### src/hdl/bfns_pkg.sv
package bfns_pkg;

  // Table and search sizing
  localparam int TABLE_DEPTH = 65536;
  localparam int FLIP_BITS   = 32;
  localparam int MAX_OUT     = 32;
  localparam int NUM_BITS    = (FLIP_BITS < MAX_OUT) ? FLIP_BITS : MAX_OUT;

  localparam int ADDR_W  = $clog2(TABLE_DEPTH);
  localparam int CNT_W   = $clog2(TABLE_DEPTH + 1);
  localparam int FRAME_W = 52;
  localparam int SLOT_W  = 16;
  localparam int OFF_W   = 12;
  localparam int BIT_W   = $clog2(MAX_OUT);
  localparam int ADDR64_W = 64;

  // Input beat action codes
  typedef enum logic [1:0] {
    ACT_CLEAR  = 2'd0,
    ACT_APPEND = 2'd1,
    ACT_QUERY  = 2'd2
  } action_e;

  // One table entry as stored in the RAM
  typedef struct packed {
    logic [FRAME_W-1:0] frame;
    logic [SLOT_W-1:0]  slot;
  } entry_t;

  // Controller to datapath commands
  typedef struct packed {
    logic clear;      // empty the table
    logic append;     // add one entry
    logic start;      // latch query, set up search of bit 0
    logic step;       // one binary search step
    logic next_bit;   // set up search of the next bit
    logic push;       // pending hit to output, not last
    logic keep;       // current hit becomes pending
    logic fin;        // final result to output
  } dp_cmd_t;

  // Datapath to controller status
  typedef struct packed {
    logic search_done;
    logic found;
    logic pend_valid;
    logic out_free;
    logic last_bit;
  } dp_sts_t;

endpackage

### src/hdl/bfns_ctrl.sv
module bfns_ctrl import bfns_pkg::*; (
  input  logic          clk_i,
  input  logic          rst_ni,
  input  logic          in_valid_i,
  input  logic [1:0]    action_i,
  output logic          in_ready_o,
  input  dp_sts_t       sts_i,
  output dp_cmd_t       cmd_o
);

  typedef enum logic [3:0] {
    S_IDLE   = 4'b0001,
    S_SEARCH = 4'b0010,
    S_RESULT = 4'b0100,
    S_FINAL  = 4'b1000
  } state_e;

  state_e state_q, state_d;
  logic   accept;
  logic   need_out;

  assign in_ready_o = (state_q == S_IDLE);
  assign accept     = in_valid_i & in_ready_o;
  // a new hit displaces a pending one, which needs the output register
  assign need_out   = sts_i.found & sts_i.pend_valid;

  // next state and commands
  always_comb begin
    state_d = state_q;
    cmd_o   = '0;
    unique case (state_q)
      S_IDLE: begin
        if (accept) begin
          unique case (action_e'(action_i))
            ACT_CLEAR:  cmd_o.clear  = 1'b1;
            ACT_APPEND: cmd_o.append = 1'b1;
            ACT_QUERY: begin
              cmd_o.start = 1'b1;
              state_d     = S_SEARCH;
            end
            default: ;
          endcase
        end
      end
      S_SEARCH: begin
        cmd_o.step = 1'b1;
        if (sts_i.search_done) begin
          state_d = S_RESULT;
        end
      end
      S_RESULT: begin
        if (!need_out || sts_i.out_free) begin
          cmd_o.push = need_out;
          cmd_o.keep = sts_i.found;
          if (sts_i.last_bit) begin
            state_d = S_FINAL;
          end else begin
            cmd_o.next_bit = 1'b1;
            state_d        = S_SEARCH;
          end
        end
      end
      S_FINAL: begin
        if (sts_i.out_free) begin
          cmd_o.fin = 1'b1;
          state_d   = S_IDLE;
        end
      end
      default: state_d = S_IDLE;
    endcase
  end

  always_ff @(posedge clk_i or negedge rst_ni) begin
    if (!rst_ni) begin
      state_q <= S_IDLE;
    end else begin
      state_q <= state_d;
    end
  end

endmodule

### config.mk
export PLATFORM = sky130hd
export DESIGN_NAME = bfns_ctrl
export DESIGN_NICKNAME = d
export VERILOG_FILES = /design/src/hdl/bfns_pkg.sv /design/src/hdl/bfns_ctrl.sv
export SDC_FILE = /design/constraint.sdc
export NUM_CORES = 1
export LEC_CHECK = 0
export ABC_AREA = 1
export ABC_CLOCK_PERIOD_IN_PS = 1500
export BUFFER_PORTS_ARGS = -buffer_cell sky130_fd_sc_hd__buf_4
export CAP_MARGIN = 20
export CORE_AREA = 2 2 39 41
export CTS_BUF_LIST = sky130_fd_sc_hd__clkbuf_8
export DETAILED_ROUTE_END_ITERATION = 10
export DIE_AREA = 0 0 41 43
export GPL_TIMING_DRIVEN = 1
export PLACE_DENSITY = 0.48
export SLEW_MARGIN = 20
export SYNTH_ARGS = -nofsm -noshare
export SYNTH_HDL_FRONTEND = slang
export SYNTH_SLANG_ARGS = --single-unit
### constraint.sdc
create_clock -name clk_i -period 1.5 [get_ports clk_i]
set_input_delay 0.075 -clock clk_i [delete_from_list [all_inputs] [get_ports clk_i]]
set_output_delay 0.075 -clock clk_i [all_outputs]
set_load 0.01 [all_outputs]
==> run_results.csv, run 1 <==
group,metric,value,unit
worst_setup_path,crit_arrival,1.36,ns
synthesis,synth_cell_types,13,
cells_and_area,num_antenna_cells,0,
synthesis,yosys.area_share.simple,55.6,%
cells_and_area,final_area,558,sq um
synthesis,synth_area_leaders,"dfrtp_1 24%, nand2_1 17%, inv_1 9.5%, dfstp_2 8.3%, nor2_1 8.3%",
worst_setup_path,end_kind,"output port",
worst_setup_path,crit_required,1.42,ns
clocking,clockBufferDepth,2,
timing,relSlewSlack,86.1,%
clocking,cts_made_buffers,3,
timing,grt_setup_unrepaired,"true",
pwr,ir_worst_vdd,0.000649,V
timing,min_period,1.43,ns
clocking,cts_max_level,1,
clocking,root_buffer,"clkbuf_8",
detailed_routing,ant_nets,0,
place,place.gp.congestion,0.687,
clocking,cts.clk_slew.worst_paths,0.03,ns
floorplanning,die_h,43,um
synthesis,synth_nets,62,
timing,finalMaxSlewViolations,0,
timing,setup_viol,0,
flow_run,max-cap-violations,0,
cells_and_area,top_register,"state_q",
detailed_routing,first_iter_violations,1,
pwr,powerDensity,1640,nW/um^2
floorplanning,start_util,22.8,%
run_status,status,"completed",
timing,worst_pin_slew,0.207,ns
synthesis,synth_top_family_by_area,"simple AND/OR/NAND/NOR gates",
floorplanning,coreArea,1380,sq um
detailed_routing,viasPerCell,4.30,
floorplanning,fp.dieArea,1760,sq um
place,postPlaceCellArea,470,sq um
synthesis,synth_compound_area_share,1.59,%
synthesis,synthCells,52,
synthesis,yosysWarnings,0,
place,port_buffers,18,
cells_and_area,largestRegisters,"state_q x4",
timing,hold_violations,0,
global_routing,grt_usage,12.4,%
clocking,numClockSinks,4,
detailed_routing,dr.pass1.iters,3,
cells_and_area,fin_cells,92,
synthesis,synth-xor-area-share,0,%
place,place_inst,86,
synthesis,syn_area,315,sq um
synthesis,synth_top_area_cell,"dfrtp_1",
detailed_routing,drt_drc_violations_left,0,
detailed_routing,num_vias,396,
synthesis,synth_mux_area_share,0,%
timing,layout_setup_ws,0.0687,ns
synthesis,synthAdderAreaFrac,0,%
global_routing,grt_pass1_vias,376,
place,pre_cts_slack,0.238,ns
global_routing,grt_first_pass_wirelength,1.39,mm
cells_and_area,area_growth,77.0,%
synthesis,ys_seq_area_share,32.1,%
cells_and_area,utilization,40.3,%
floorplanning,die_width,41,um
clocking,cts_tree,"done",
synthesis,synth_seq_cells,4,
worst_setup_path,worstSetupStartpointType,"flip-flop",
floorplanning,rows,14,
worst_setup_path,critPathKind,"reg -> out",
cells_and_area,drive_gt1_share,46.1,%
detailed_routing,wl,844,um
synthesis,syn_area_per_cell,6.06,sq um
global_routing,grt_overflow,0,
synthesis,synth_top_area_share,23.8,%
place,detailed_place_hpwl,647,um
clocking,clk_latency,0.22,ns
pwr,power_leakage,0.321,nW
detailed_routing,routedWlPerCell,9.17,um
timing,fin_skew,0.000489,ns
floorplanning,top_level_ports,19,
cells_and_area,nets,87,
global_routing,grt_antenna_before_repair,0,
timing,fmax,0.699,GHz
worst_setup_path,crit_fanout,3,
timing,period_share,95.4,%
global_routing,grt_max_degree,7,
cells_and_area,largest_reg_flops,4,
hold_path,min_path_type,"in -> reg",
==> stage by stage <==
step / power (W) / hold WS [ns] / setup TNS (ns)
after floorplan: 0.000472 / -0.221 / 0
after global placement: 0.000611 / -0.127 / 0
after detailed placement: 0.000610 / -0.128 / 0
after CTS: 0.000863 / 0.153 / 0
after global routing: 0.00100 / 0.189 / -0.0339
final: 0.000915 / 0.161 / 0
==> report_power, final <==
part	internal [W]	switching, W
clock network	0.000175	0.0000602
logic	0.000204	0.000270
registers	0.000158	0.0000484
==> Yosys cell counts, drive strengths merged <==
cell	number
nand3	5
nor3	4
nor2	11
dfstp	1
nor3b	1
dfrtp	3
inv	9
o21ai	1
nand4	1
nand2	16
==> layer usage <==
metal  wire length [um]  track usage (%)  vias up
met2                413             17.5       14
met3                 70             6.28        0
met4                  0             8.00        0
li1                   -                -      209
met1                360             14.0      173
met5                  0                0        -
==> placed cells by master, fill, tap and decap left out <==
cell type      instances
nor3b_1                1
inv_1                  8
nor3_2                 2
dfstp_2                1
nor3_1                 2
o21ai_1                1
dlygate4sd3_1          1
buf_4                 19
nand3_1                5
nand2_1               13
clkbuf_8               3
nor2_4                 2
nor2_1                 6
dfrtp_1                3
nand2_2                3
nand4_1                1
nor2_2                 3
inv_2                  2
==> cell families (layout without fill, tap and decap cells) <==
| kind of cell | Yosys count | in the layout |
|---|---|---|
| AND/OR/NAND/NOR | 38 | 38 |
| buffers and inverters | 9 | 33 |
| flip-flops | 4 | 4 |
| AO/OA/AOI/OAI | 1 | 1 |
==> critical path, cell delays in order (launching register included) <==
cell	delay, ns
dfstp_2	0.56
inv_2	0.05
nor2_4	0.09
nand2_2	0.07
inv_2	0.07
nand2_2	0.06
nor3_2	0.10
buf_4	0.14
==> path summary, 6_finish.rpt <==
path | start | end | slack (ns) | depth (start not counted)
max reg2reg | state_q[0]$_DFFE_PN1P_ | state_q[3]$_DFFE_PN0P_ | 0.33 | 7
min reg2reg | state_q[2]$_DFFE_PN0P_ | state_q[0]$_DFFE_PN1P_ | 0.58 | 3
max | state_q[0]$_DFFE_PN1P_ | cmd_o[7] | 0.07 | 7
min | sts_i[4] | state_q[1]$_DFFE_PN0P_ | 0.16 | 4
min in group asynchronous | rst_ni | state_q[2]$_DFFE_PN0P_ | 0.20 | 2
max in group asynchronous | rst_ni | state_q[0]$_DFFE_PN1P_ | 1.11 | 2
==> what timing repair did <==
action	4_1_cts	5_1_grt
buffers inserted	0	1
endpoints found under the setup margin	1	4
gates resized for setup	1	6
endpoints found under the hold margin	4	0
hold buffers	1	0
==> cell type report <==
type / count / area, sq um
Inverter: 9 / 33.8
Multi-Input combinational cell: 39 / 205
Fill cell: 159 / 826
Timing Repair Buffer: 20 / 153
Clock buffer: 3 / 41.3
Sequential cell: 4 / 101
Clock inverter: 1 / 3.75
Tap cell: 16 / 20.0
No activity file was read; power rests on OpenSTA's default activity.
==> run 2, diff against run 1 <==
--- a/config.mk
+++ b/config.mk
@@ -15,6 +15,7 @@
 export DIE_AREA = 0 0 41 43
 export GPL_TIMING_DRIVEN = 1
 export PLACE_DENSITY = 0.48
+export RECOVER_POWER = 100
 export SLEW_MARGIN = 20
 export SYNTH_ARGS = -nofsm -noshare
 export SYNTH_HDL_FRONTEND = slang
==> run 2 against run 1 <==
Compared with the run above:
- combinational power fell by 2%
- final cell count did not move
- power fell by 1.1%
- clock skew barely moved
- global-route usage did not move
- critical path type unchanged
==> run_results.csv, run 2 (same netlist as run 1, synthesis figures left out) <==
group,metric,value,unit
cells_and_area,nets,87,
place,postPlaceCellArea,470,sq um
global_routing,grt_usage,12.4,%
cells_and_area,mostFrequentLayoutCells,"18 x buf_4, 13 x nand2_1, 8 x inv_1",
cells_and_area,final_area,552,sq um
clocking,numClockSinks,4,
place,place.gp.congestion,0.687,
worst_setup_path,crit_arrival,1.36,ns
global_routing,grt_overflow,0,
place,detailed_place_hpwl,647,um
pwr,ir_worst_vdd,0.000647,V
place,port_buffers,18,
floorplanning,die_width,41,um
pwr,power_leakage,0.317,nW
timing,fin_skew,0.000514,ns
floorplanning,fp.dieArea,1760,sq um
clocking,cts_made_buffers,3,
hold_path,min_path_type,"in -> reg",
worst_setup_path,worstSetupStartpointType,"flip-flop",
timing,period_share,95.4,%
cells_and_area,layout_commonest_cell,"buf_4",
floorplanning,die_h,43,um
detailed_routing,ant_nets,0,
timing,hold_violations,0,
floorplanning,rows,14,
timing,hold_slack,0.161,ns
cells_and_area,largestRegisters,"state_q x4",
cells_and_area,fin_cells,92,
floorplanning,start_util,22.8,%
detailed_routing,viasPerCell,4.30,
detailed_routing,routedWlPerCell,9.12,um
detailed_routing,first_iter_violations,1,
global_routing,grt_first_pass_wirelength,1.39,mm
cells_and_area,largest_reg_flops,4,
clocking,clk_latency,0.22,ns
cells_and_area,top_register,"state_q",
clocking,cts_tree,"done",
detailed_routing,wl,839,um
place,place_inst,86,
pwr,seqPwrFrac,22.8,%
clocking,cts.clk_slew.worst_paths,0.03,ns
floorplanning,top_level_ports,19,
pwr,power_frac_comb,51.2,%
clocking,clockBufferDepth,2,
place,pre_cts_slack,0.238,ns
global_routing,grt_pass1_vias,376,
timing,layout_setup_ws,0.0690,ns
timing,grt_setup_unrepaired,"true",
timing,worst_pin_slew,0.227,ns
pwr,p_sw_share,41.4,%
worst_setup_path,end_kind,"output port",
timing,relSlewSlack,84.8,%
global_routing,grt_antenna_before_repair,0,
pwr,clockPowerShare,26.0,%
floorplanning,coreArea,1380,sq um
timing,setup_viol,0,
detailed_routing,dr.pass1.iters,3,
timing,min_period,1.43,ns
clocking,root_buffer,"clkbuf_8",
flow_run,max-cap-violations,0,
cells_and_area,num_antenna_cells,0,
detailed_routing,drt_drc_violations_left,0,
global_routing,grt_max_degree,7,
run_status,status,"completed",
clocking,cts_max_level,1,
pwr,p_int,0.000531,W
cells_and_area,drive_gt1_share,43.4,%
worst_setup_path,crit_fanout,3,
pwr,power,0.000905,W
worst_setup_path,critPathKind,"reg -> out",
detailed_routing,num_vias,396,
timing,fmax,0.699,GHz
pwr,powerDensity,1640,nW/um^2
worst_setup_path,crit_required,1.42,ns
cells_and_area,area_growth,75.0,%
timing,finalMaxSlewViolations,0,
pwr,p_switching,0.000374,W
## run 2: cell types whose count changed in the layout (fill, tap and decap cells not counted)
cell	change
buf_4	-1
nor2_2	-1
nor2_1	+1
clkbuf_1	+1
## run 2: area by class of cell
type	count	area, sq um
fill	160	832
multi-input combinational	39	203
clock inverter	1	3.75
timing repair buffer	20	149
sequential	4	101
tap	16	20.0
clock buffer	3	41.3
inverter	9	33.8
## run 2: worst paths after layout
kind / start / endpoint / slack [ns] / depth (start not counted)
max in group asynchronous: rst_ni / state_q[0]$_DFFE_PN1P_ / 1.03 / 2
min in group asynchronous: rst_ni / state_q[3]$_DFFE_PN0P_ / 0.22 / 2
min reg2reg: state_q[2]$_DFFE_PN0P_ / state_q[0]$_DFFE_PN1P_ / 0.58 / 3
max: state_q[0]$_DFFE_PN1P_ / cmd_o[7] / 0.07 / 7
min: sts_i[0] / state_q[1]$_DFFE_PN0P_ / 0.16 / 4
max reg2reg: state_q[0]$_DFFE_PN1P_ / state_q[3]$_DFFE_PN0P_ / 0.29 / 6
## run 2: power groups by stage
stage	Sequential (W)	Combinational (W)	Clock (W)
after floorplan	0.000186	0.000286	0
after global placement	0.000191	0.000421	0
final	0.000207	0.000463	0.000235
after CTS	0.000190	0.000426	0.000247
after detailed placement	0.000192	0.000419	0
after global routing	0.000211	0.000524	0.000257
## run 2: what timing repair did
action | in CTS | in global routing
setup endpoints to repair | 1 | 4
gates resized for setup | 1 | 6
endpoints found under the hold margin | 4 | 0
hold buffers | 1 | 0
pin swaps | 0 | 0
buffers inserted | 0 | 1
## run 2: worst max-delay path: stages (launching register included)
cell     delay, ns
dfstp_2       0.56
inv_2         0.05
nor2_4        0.09
nand2_2       0.07
inv_2         0.07
nand2_2       0.06
nor3_2        0.10
buf_4         0.14
## run 2: routing by layer
layer,track usage (%),vias to the layer above,wire [um]
met5,0,-,0
met4,8.00,0,0
met3,6.28,0,70
met2,17.5,14,413
met1,14.0,173,355
li1,-,209,-
## run 2: stage by stage
stage	TNS, ns	util [%]
final	0	39.9
after detailed placement	0	34.0
after CTS	0	38.3
after global routing	-0.0339	39.9
after floorplan	0	-
after global placement	0	34.0
